**config.mk**
```make
export PLATFORM = sky130hd
export DESIGN_NAME = ble_ad_structure_parser_unit
export DESIGN_NICKNAME = d
export VERILOG_FILES = /design/src/rtl/core/bleadp_pkg.sv /design/src/rtl/core/bleadp_step.sv /design/src/rtl/core/ble_ad_structure_parser_unit.sv
export SDC_FILE = /design/constraint.sdc
export NUM_CORES = 1
export LEC_CHECK = 0
export ABC_AREA = 1
export ABC_CLOCK_PERIOD_IN_PS = 4500
export BUFFER_PORTS_ARGS = -buffer_cell sky130_fd_sc_hd__buf_2
export CAP_MARGIN = 5
export CORE_UTILIZATION = 59
export CTS_CLUSTER_SIZE = 12
export DETAILED_ROUTE_END_ITERATION = 16
export GPL_TIMING_DRIVEN = 1
export PLACE_DENSITY_LB_ADDON = 0.3
export REMOVE_ABC_BUFFERS = 1
export SLEW_MARGIN = 10
export SYNTH_ARGS = -nofsm -noshare
export SYNTH_HDL_FRONTEND = slang
export SYNTH_SLANG_ARGS = --single-unit
```
**constraint.sdc**
```tcl
create_clock -name aclk -period 4.5 [get_ports aclk]
set_clock_uncertainty 0.05 [all_clocks]
set_input_delay 0.225 -clock aclk [delete_from_list [all_inputs] [get_ports aclk]]
set_output_delay 0.225 -clock aclk [all_outputs]
set_load 0.05 [all_outputs]
```
**src/rtl/core/bleadp_pkg.sv**
```systemverilog
// ----------------------------------------------------------------------------
// bleadp_pkg
// Shared types and codes for the advertising data structure parser.
// ----------------------------------------------------------------------------
package bleadp_pkg;

    localparam logic [7:0] MAX_PAYLOAD = 8'd255;
    localparam logic [7:0] POS_MAX     = 8'd255;
    localparam logic [6:0] COUNT_MAX   = 7'd127;

    typedef enum logic [1:0] {
        PH_LEN  = 2'd0,
        PH_TYPE = 2'd1,
        PH_DATA = 2'd2
    } phase_t;

    typedef enum logic [1:0] {
        ROLE_LEN  = 2'd0,
        ROLE_TYPE = 2'd1,
        ROLE_DATA = 2'd2,
        ROLE_SKIP = 2'd3
    } role_t;

    typedef enum logic [1:0] {
        STOP_RUN     = 2'd0,
        STOP_ZERO    = 2'd1,
        STOP_OVERRUN = 2'd2,
        STOP_BEYOND  = 2'd3
    } stop_t;

    typedef struct packed {
        phase_t     phase;
        logic [7:0] position;
        logic [7:0] remaining;
        logic [7:0] cur_type;
        logic [7:0] cur_dlen;
        logic [6:0] count;
        logic [7:0] declared;
        stop_t      stop;
    } parse_state_t;

    typedef struct packed {
        stop_t      stop_reason;
        logic [6:0] structure_count;
        logic       structure_end;
        logic [7:0] data_index;
        logic [7:0] data_length;
        logic [7:0] data_value;
        logic [7:0] ad_type;
        role_t      byte_role;
    } parse_result_t;

endpackage

```
**src/rtl/core/bleadp_step.sv**
```systemverilog
// ----------------------------------------------------------------------------
// bleadp_step
// Per-byte classification and parser state update, purely combinational.
// ----------------------------------------------------------------------------
module bleadp_step (
    input  bleadp_pkg::parse_state_t  state,
    input  logic [7:0]                payload_byte,
    input  logic                      payload_start,
    input  logic [7:0]                payload_length,
    output bleadp_pkg::parse_state_t  state_next,
    output bleadp_pkg::parse_result_t result
);

    bleadp_pkg::parse_state_t st;
    logic [8:0]               struct_end_pos;
    logic [7:0]               rem_dec;

    always_comb begin
        st = state;
        // start flag restarts everything and samples the declared length
        if (payload_start) begin
            st.phase     = bleadp_pkg::PH_LEN;
            st.position  = 8'd0;
            st.remaining = 8'd0;
            st.cur_type  = 8'd0;
            st.cur_dlen  = 8'd0;
            st.count     = 7'd0;
            st.stop      = bleadp_pkg::STOP_RUN;
            st.declared  = (payload_length > bleadp_pkg::MAX_PAYLOAD) ?
                           bleadp_pkg::MAX_PAYLOAD : payload_length;
        end

        if (st.stop == bleadp_pkg::STOP_RUN && st.position >= st.declared) begin
            st.stop = bleadp_pkg::STOP_BEYOND;
        end

        struct_end_pos = {1'b0, st.position} + 9'd1 + {1'b0, payload_byte};
        rem_dec        = st.remaining - 8'd1;

        result                 = '0;
        result.byte_role       = bleadp_pkg::ROLE_SKIP;
        result.data_value      = payload_byte;

        if (st.stop == bleadp_pkg::STOP_RUN) begin
            unique case (st.phase)
                bleadp_pkg::PH_LEN: begin
                    if (payload_byte == 8'd0) begin
                        st.stop = bleadp_pkg::STOP_ZERO;
                    end else if (struct_end_pos > {1'b0, st.declared}) begin
                        st.stop = bleadp_pkg::STOP_OVERRUN;
                    end else begin
                        st.cur_dlen        = payload_byte - 8'd1;
                        st.remaining       = payload_byte;
                        st.phase           = bleadp_pkg::PH_TYPE;
                        result.byte_role   = bleadp_pkg::ROLE_LEN;
                        result.data_length = payload_byte - 8'd1;
                    end
                end
                bleadp_pkg::PH_TYPE: begin
                    st.cur_type        = payload_byte;
                    st.remaining       = rem_dec;
                    result.byte_role   = bleadp_pkg::ROLE_TYPE;
                    result.ad_type     = payload_byte;
                    result.data_length = st.cur_dlen;
                    if (rem_dec == 8'd0) begin
                        result.structure_end = 1'b1;
                        st.phase = bleadp_pkg::PH_LEN;
                        if (st.count < bleadp_pkg::COUNT_MAX) begin
                            st.count = st.count + 7'd1;
                        end
                    end else begin
                        st.phase = bleadp_pkg::PH_DATA;
                    end
                end
                bleadp_pkg::PH_DATA: begin
                    result.byte_role   = bleadp_pkg::ROLE_DATA;
                    result.ad_type     = st.cur_type;
                    result.data_length = st.cur_dlen;
                    result.data_index  = st.cur_dlen - st.remaining;
                    st.remaining       = rem_dec;
                    if (rem_dec == 8'd0) begin
                        result.structure_end = 1'b1;
                        st.phase = bleadp_pkg::PH_LEN;
                        if (st.count < bleadp_pkg::COUNT_MAX) begin
                            st.count = st.count + 7'd1;
                        end
                    end
                end
                default: begin
                    st.phase = bleadp_pkg::PH_LEN;
                end
            endcase
        end

        if (st.position < bleadp_pkg::POS_MAX) begin
            st.position = st.position + 8'd1;
        end

        result.structure_count = st.count;
        result.stop_reason     = st.stop;
        state_next             = st;
    end

endmodule

```
**src/rtl/core/ble_ad_structure_parser_unit.sv**
```systemverilog
// ----------------------------------------------------------------------------
// ble_ad_structure_parser_unit
// Splits an advertising payload stream into length/type/data structures.
// ----------------------------------------------------------------------------
// channel | dir | tdata                                   | tuser         | tlast
// s_axis  | in  | payload_byte, payload_length            | payload_start | -
// m_axis  | out | ad_type, data_value, data_length,       | byte_role     | structure_end
//         |     | data_index, structure_count, stop_reason|               |
//
// one word in, one word out; each result is held in the result register
// a new word is taken every cycle while the result register is empty or drained
// parser state updates in the same edge that accepts the word
// aresetn clears parser state and the result valid flag
// a stalled m_axis holds its word and backpressures s_axis
// ----------------------------------------------------------------------------
module ble_ad_structure_parser_unit (
    input  logic        aclk,
    input  logic        aresetn,
    input  logic        s_axis_tvalid,
    output logic        s_axis_tready,
    input  logic [15:0] s_axis_tdata,  // payload_byte[7:0], payload_length[15:8]
    input  logic        s_axis_tuser,  // payload_start
    output logic        m_axis_tvalid,
    input  logic        m_axis_tready,
    output logic [47:0] m_axis_tdata,  // ad_type[7:0], data_value[15:8],
                                       // data_length[23:16], data_index[31:24],
                                       // structure_count[38:32], stop_reason[40:39]
    output logic [1:0]  m_axis_tuser,  // byte_role
    output logic        m_axis_tlast   // structure_end
);

    bleadp_pkg::parse_state_t  state_reg;
    bleadp_pkg::parse_state_t  state_next;
    bleadp_pkg::parse_result_t res_reg;
    bleadp_pkg::parse_result_t res_next;
    logic                      m_valid_reg;
    logic                      s_fire;

    assign s_axis_tready = !m_valid_reg || m_axis_tready;
    assign s_fire        = s_axis_tvalid && s_axis_tready;

    bleadp_step u_step (
        .state          (state_reg),
        .payload_byte   (s_axis_tdata[7:0]),
        .payload_start  (s_axis_tuser),
        .payload_length (s_axis_tdata[15:8]),
        .state_next     (state_next),
        .result         (res_next)
    );

    always_ff @(posedge aclk) begin
        if (!aresetn) begin
            state_reg   <= '0;
            m_valid_reg <= 1'b0;
        end else begin
            if (s_fire) begin
                state_reg   <= state_next;
                m_valid_reg <= 1'b1;
            end else if (m_axis_tready) begin
                m_valid_reg <= 1'b0;
            end
        end
    end

    always_ff @(posedge aclk) begin
        if (s_fire) begin
            res_reg <= res_next;
        end
    end

    assign m_axis_tvalid = m_valid_reg;
    assign m_axis_tuser  = res_reg.byte_role;
    assign m_axis_tlast  = res_reg.structure_end;
    assign m_axis_tdata  = {7'd0, res_reg.stop_reason, res_reg.structure_count,
                            res_reg.data_index, res_reg.data_length,
                            res_reg.data_value, res_reg.ad_type};

    // a completed structure is only ever marked on a type or data word
    a_end_role: assert property (@(posedge aclk) disable iff (!aresetn)
        m_valid_reg && res_reg.structure_end |->
            res_reg.byte_role == bleadp_pkg::ROLE_TYPE ||
            res_reg.byte_role == bleadp_pkg::ROLE_DATA)
        else $error("structure end on a word that is not type or data");

    // skipped words always carry a stop reason, parsed words never do
    a_skip_stop: assert property (@(posedge aclk) disable iff (!aresetn)
        m_valid_reg |->
            ((res_reg.byte_role == bleadp_pkg::ROLE_SKIP) ==
             (res_reg.stop_reason != bleadp_pkg::STOP_RUN)))
        else $error("byte role and stop reason disagree");

    // a completed structure leaves a nonzero count
    a_end_count: assert property (@(posedge aclk) disable iff (!aresetn)
        m_valid_reg && res_reg.structure_end |-> res_reg.structure_count != 7'd0)
        else $error("structure end with zero structure count");

    // parser state only moves when a word is taken
    a_state_hold: assert property (@(posedge aclk) disable iff (!aresetn)
        !s_fire |=> $stable(state_reg))
        else $error("parser state changed without an accepted word");

endmodule
```
==> run metrics, run 1 <==
first-pass GRT wire length around 25 mm; H-Tree Depth 3; HP Start s_axis_tdata[1]; routed vias/inst about 5.4; Row Count 37; setup bufs post-CTS 0; leakage 0.00346 uW; Area Growth Syn to Fin 8.36%; worst relative slew slack 0.455; Area contributors post-synth edfxtp_1 (21%), dfxtp_1 (16%), nand2_1 (14%); Critical R2R Launch state_reg[42]; Filler Cells Inserted between 900 and 1,000; Root Driver clkbuf_8; Setup violations, final 0; placed instance area approximately 6700 sq um; Cell Pwr Density roughly 320 nW/um^2; largest net degree at the start of global routing 99; placed cells roughly 1,100; HPWL after DPL roughly 10 mm; Min-Delay Endpoint m_axis_tdata[9]; post_cts resized 0; final setup margin about 1.1 ns; DRC viols 0; Die Wd 106 um; Crit Path Max Fanout 9; Worst Hold Path Cells 1; Max Cap Viol 0; Synth Register Bits 96; Post-synth top flop dfxtp_1; Top Layer Used met4; depth of the most critical reg-to-reg path 22; Final ANT Viol Nets 0; Distinct cells, synth 46; yosys warns 0; Clock Pin Slew Worst Setup and Hold Paths about 0.090 ns; Initial DRC Count roughly 370; total routed wirelength roughly 15 mm; dpl ws just over 0.8 ns; met3 WL roughly 930 um; EDFF count, synth 44; TritonRoute pass-1 iters 5; post-route cell area 6910 sq um; Setup TNS 0 ns; Peak VDD IR ~0.2 mV; critical path launch point type flop; R2R setup slack 1.07 ns; GRT Overall Usage 0.276; Period minus WS final approximately 3.4 ns; GRT Residual Overflow 0; metal1 wirelength approximately 7 mm; endpoints failing hold 0; period utilization 0.762; CP max stage delay approximately 0.43 ns; worst-margin pin slew around 0.8 ns; Cells after Synth 881; most numerous cell on the critical path nand2_1; RR Endpoint m_axis_tuser[1]; crit path max-delay cell type dfxtp_1; Die Ht roughly 110 um; total die area ~11,000 sq um; CP Class flop to flop; CTS tree done; initial antenna violation count 0; Mean Syn Cell Area slightly above 7 sq um; Num CTS Buffers 9; clock buffer depth 2; io pins 74; WL per Instance 13.8 um; post-synthesis sequential area ratio 0.370; I/O Buffers between 60 and 70; max reg flops 51; status completed; area leader, netlist edfxtp_1; Routability Congestion 0.916; CP Data Arrival Time approximately 3.5 ns; antenna fix cells 0; # hold bufs at CTS 0; share of the synthesized area in the top cell type 0.207; number of global-route vias before repair a little over 5,000; Hold Crit Class input pin to flop; clk sink count 96; Core Region approximately 10,000 sq um; CP endpoint kind flop; ordered list of cells on the worst path nand2_2 > nor2_1 > nor2_1 > ha_1 > o21bai_1 > a21oi_1 > xnor2_1 > inv_1 > ha_1 > nand2_1 > nor2_1 > nand2_1 > nand3_1 > nand2_1 > nand2_1 > nand2_1 > nand2_1 > nand2_1 > nand4_1 > nand2_1 > nand2_2 > or2_2; initial core utilization 0.612; layout cell share with drive strength beyond 1 0.142; latest clock arrival within the worst-skew pair between 0.3 and 0.4 ns; final net count 989; Worst Path Required 4.59 ns; WL met2 between 6 and 7 mm; hold_ws between 0.04 and 0.05 ns; Max Fclk 292 MHz; Max Slew Vio Count 0; non-filler instance count after layout roughly 1,100; RSZ-0062 raised after global routing false; via count ~5,800; ys async rst share 0; Netlist Area Pre-Place 6380 sq um
[area by class of cell]
cell class              count  area [sq um]  share of cell area
clock inverters             3          18.8             0.00272
flip-flops and latches     96          2360               0.342
multi-input cells         636          3380               0.489
repair buffers             70           373              0.0539
clock buffers              13           149              0.0215
well taps                 136           170              0.0246
inverters                 119           455              0.0659
[synth_stat cells (3+ instances only)]
library cell    n
nand2_1       230
inv_1         111
nor2_1         82
a21oi_1        77
dfxtp_1        52
nand3_1        52
edfxtp_1       44
ha_1           35
o21ai_0        34
clkbuf_1       15
o21ai_1        13
nand2_2        12
xor2_1         12
buf_4          10
nand4_1         9
nor2_2          9
a211oi_1        6
buf_1           6
inv_2           6
or2_2           6
mux2i_1         5
nand3_2         5
o211ai_1        5
a22oi_1         4
a31oi_1         4
nor2_4          4
nor3_1          3
nor3b_1         3
xnor2_1         3
[metrics by stage]
step                 util  total power (uW)
global route        0.664              2360
floorplan               -              1560
global placement    0.647              1720
finish              0.664              2240
detailed placement  0.647              1730
CTS                 0.664              2240
[metal layers]
metal,global-route usage,vias up
met3,0.0417,30
met4,0.113,0
met2,0.428,197
li1,-,2942
met5,0,-
met1,0.385,2615
[worst max-delay path by stage]
stage / from / to / slack, ns / cells after the start
3_5_place_dp: s_axis_tuser / m_axis_tuser[1] / 0.81 / 24
6_report: state_reg[42] / m_axis_tuser[1] / 1.07 / 22
5_1_grt: state_reg[42] / m_axis_tuser[1] / 0.75 / 22
4_1_cts: state_reg[42] / m_axis_tuser[1] / 1.10 / 22
2_1_floorplan: m_axis_tvalid / state_reg[43] / 0.94 / 8
3_3_place_gp: s_axis_tuser / m_axis_tuser[1] / 0.90 / 11
[kinds of logic after synthesis]
group                    after synthesis  share of synthesized area
AND/OR/NAND/NOR                      425                      0.302
buffers and inverters                155                      0.103
AO/OA/AOI/OAI                        148                      0.124
flip-flops                            96                      0.370
adder cells (fa/ha/maj)               36                     0.0718
XOR/XNOR                              15                     0.0206
multiplexers                           5                    0.00785
other                                  1                   0.000588
[worst max-delay path: cells and delay by family, from the launching register on]
kind            cells  cell delay [ns]
compound gates      2             0.40
xor+xnor            1             0.13
fa+ha+maj           2             0.46
buf+inv             1             0.06
flops               1             0.43
simple gates       16             1.63
[power by group]
part           switching [uW]  leakage (uW)  internal (uW)
Clock                     301     0.0000874            216
Sequential               25.9      0.000867            986
Combinational             517       0.00250            194
Total                     843       0.00346           1400
[cells in the final DEF (no fill, tap or decap), types with 13 or more instances in the layout]
cell type  Yosys  routed
nand2_1      230     230
inv_1        111     111
nor2_1        82      82
a21oi_1       77      77
buf_2          2      66
nand3_1       52      52
dfxtp_1       52      52
edfxtp_1      44      44
ha_1          35      35
o21ai_0       34      34
o21ai_1       13      13
(Power assumes the default switching activity.)
==> inputs of run 2 (changes only) <==
Settings changed: ABC_CLOCK_PERIOD_IN_PS 4500 to 2850, CORE_UTILIZATION 59 to 54.
Clock period 4.5 ns to 2.85 ns, I/O delays scaled along.
==> run 2 against run 1 <==
  * Utilization grew 3.9 points
  * First-iteration DRC count grew 60%
  * Critical path depth grew 4
  * Global-route usage grew 0.058 points
  * Worst hold slack lost 0.027 ns
  * The run now ends with setup timing left
  * Non-clock buffer count grew 77
  * Total power grew 96%
==> run metrics, run 2 (synthesis results as in run 1) <==
Area Growth Syn to Fin 26.4%; Max Cap Viol 0 (unchanged); Comb pwr share 0.330 (+0.013); crit path max-delay cell type dfxtp_2; commonest cells after routing, fill and taps aside nand2_1 (211), inv_1 (105), nor2_1 (76); Clock Pin Slew Worst Setup and Hold Paths 0.07 ns (-0.02 ns); failing checks setup timing; Max Slew Vio Count 0 (unchanged); DRC viols 0 (unchanged); Clk pwr share 0.306 (+0.075); worst relative slew slack 0.612 (+0.156); Period minus WS final 3.12 ns (-0.306 ns); initial antenna violation count 0 (unchanged); final setup margin -0.272 ns (-1.34 ns); clock buffer depth 2 (unchanged); critical path buffer and inverter count 4 (+3); layout cell share with drive strength beyond 1 0.277 (+0.135); metal1 wirelength 7.34 mm (+5.3%); Filler Cells Inserted 890 (-6.6%); # hold bufs at CTS 0 (unchanged); Die Wd 111 um (+4.4%); Die Ht 111 um (+4.4%); Root Driver clkbuf_16; Row Count 39 (+5.4%); Cell Pwr Density 545 nW/um^2 (+68%); sequential power share 0.364 (-0.088); clk sink count 96 (unchanged); TritonRoute pass-1 iters 5 (unchanged); met3 WL 1.42 mm (+52%); switch share 0.357 (-0.0194); worst-margin pin slew 0.576 ns (-0.241 ns); I/O Buffers 66 (unchanged); WL per Instance 15.1 um (+9.8%); CP Class flop to flop; Net Sw Power 1570 uW (+86%); total die area 12,300 sq um (+9.1%); most common cell after layout, fill and taps aside nand2_1; largest net degree at the start of global routing 76 (-23%); initial core utilization 0.556 (-0.0561); GRT Residual Overflow 0 (unchanged); Num CTS Buffers 9 (unchanged); leakage 0.00396 uW (+15%); Worst Path Required 3.05 ns (-1.54 ns); Routability Congestion 0.895 (-2.2%); Hold Crit Class input pin to flop; most numerous cell on the critical path nand2_1; CP endpoint kind flop; Crit Path Max Fanout 4 (-5); Core Region 11,500 sq um (+10%); CP Data Arrival Time 3.33 ns (-0.19 ns); post-layout total power 4400 uW (+96%); latest clock arrival within the worst-skew pair 0.35 ns (-0.03 ns); GRT Overall Usage 0.276 (+0.000582); Top Layer Used met4; status complete, but fails checks; max reg flops 51 (unchanged); first-pass GRT wire length 27.2 mm (+11%); Finished Core Util 0.703 (+0.0393); CP max stage delay 0.36 ns (-0.07 ns); critical path launch point type flop; WL met2 8.19 mm (+26%); Max Fclk 320 MHz (+9.8%); Final ANT Viol Nets 0 (unchanged); family with the most delay on the worst path simple AND/OR/NAND/NOR gates; CTS tree done; Initial DRC Count 587 (+60%); HPWL after DPL 11.5 mm (+9.9%); endpoints failing hold 0 (unchanged); antenna fix cells 0 (unchanged); RSZ-0062 raised after global routing true; Int Pwr 2830 uW (+100%); number of global-route vias before repair 5,647 (+9.3%); routed vias/inst 5.48 (+1.7%); Peak VDD IR 0.380 mV (+93%); final net count 1,066 (+7.8%); total routed wirelength 17.5 mm (+18%); H-Tree Depth 3 (unchanged); Setup violations, final 30 (+30); via count 6,342 (+9.6%); period utilization 1.10 (+0.334); io pins 74 (unchanged)
-- run 2: cell types whose count changed in the layout (fill, tap and decap cells not counted), moves of 6 or more --
cell / delta
clkbuf_16: +10
nor2_4: +8
buf_4: +70
nand2_4: +6
a21oi_1: -18
nor2_1: -6
a21oi_2: +16
inv_2: +6
nand2_1: -19
inv_1: -6
clkbuf_8: -10
nand2_2: +13
-- run 2: final timing paths --
path	cells after the start	end	startpoint	slack [ns]
hold / removal	1	m_axis_tdata[15]	s_axis_tdata[7]	0.01
setup reg to reg	26	state_reg[40]	state_reg[42]	-0.27
hold reg to reg	2	state_reg[2]	state_reg[2]	0.41
setup / recovery	26	state_reg[40]	state_reg[42]	-0.27
-- run 2: final cells by class --
| type | instances | area, sq um | share of cell area |
|---|---|---|---|
| Clock buffer | 9 | 225 | 0.0279 |
| Clock inverter | 7 | 101 | 0.0126 |
| Inverter | 119 | 455 | 0.0565 |
| Multi-Input combinational cell | 636 | 3730 | 0.463 |
| Sequential cell | 96 | 2360 | 0.293 |
| Tap cell | 143 | 179 | 0.0222 |
| Timing Repair Buffer | 147 | 1000 | 0.124 |
-- run 2: routing by layer --
| layer | global-route usage | up-vias |
|---|---|---|
| li1 | - | 3114 |
| met1 | 0.366 | 2891 |
| met2 | 0.458 | 286 |
| met3 | 0.0388 | 51 |
| met4 | 0.105 | 0 |
| met5 | 0 | - |
-- run 2: power groups by stage --
stage	combinational [uW]	sequential, uW	clock, uW
after floorplan	663	1810	0
after global placement	1220	1630	0
after detailed placement	1230	1630	0
after CTS	1300	1600	1350
after global routing	1560	1610	1420
final	1450	1600	1340
-- run 2: through the flow --
step / worst slack (ns) / hold WS [ns] / instances / TNS [ns] / cell area, sq um
after floorplan: -0.707 / 0.191 / 851 / -34.59 / 6200
after global placement: -0.181 / 0.367 / 1126 / -3.69 / 7230
after detailed placement: -0.205 / 0.371 / 1126 / -4.24 / 7230
after CTS: -0.0653 / 0.0104 / 1153 / -0.422 / 7770
after global routing: -0.448 / 0.00429 / 1157 / -10.99 / 8060
final: -0.272 / 0.0150 / 1157 / -5.75 / 8060
-- run 2: what timing repair did --
action,CTS,global route
endpoints found under the hold margin,0,0
gates resized for setup,37,58
pin swaps,21,30
buffers inserted,11,3
endpoints found under the setup margin,30,30
cloned,0,1
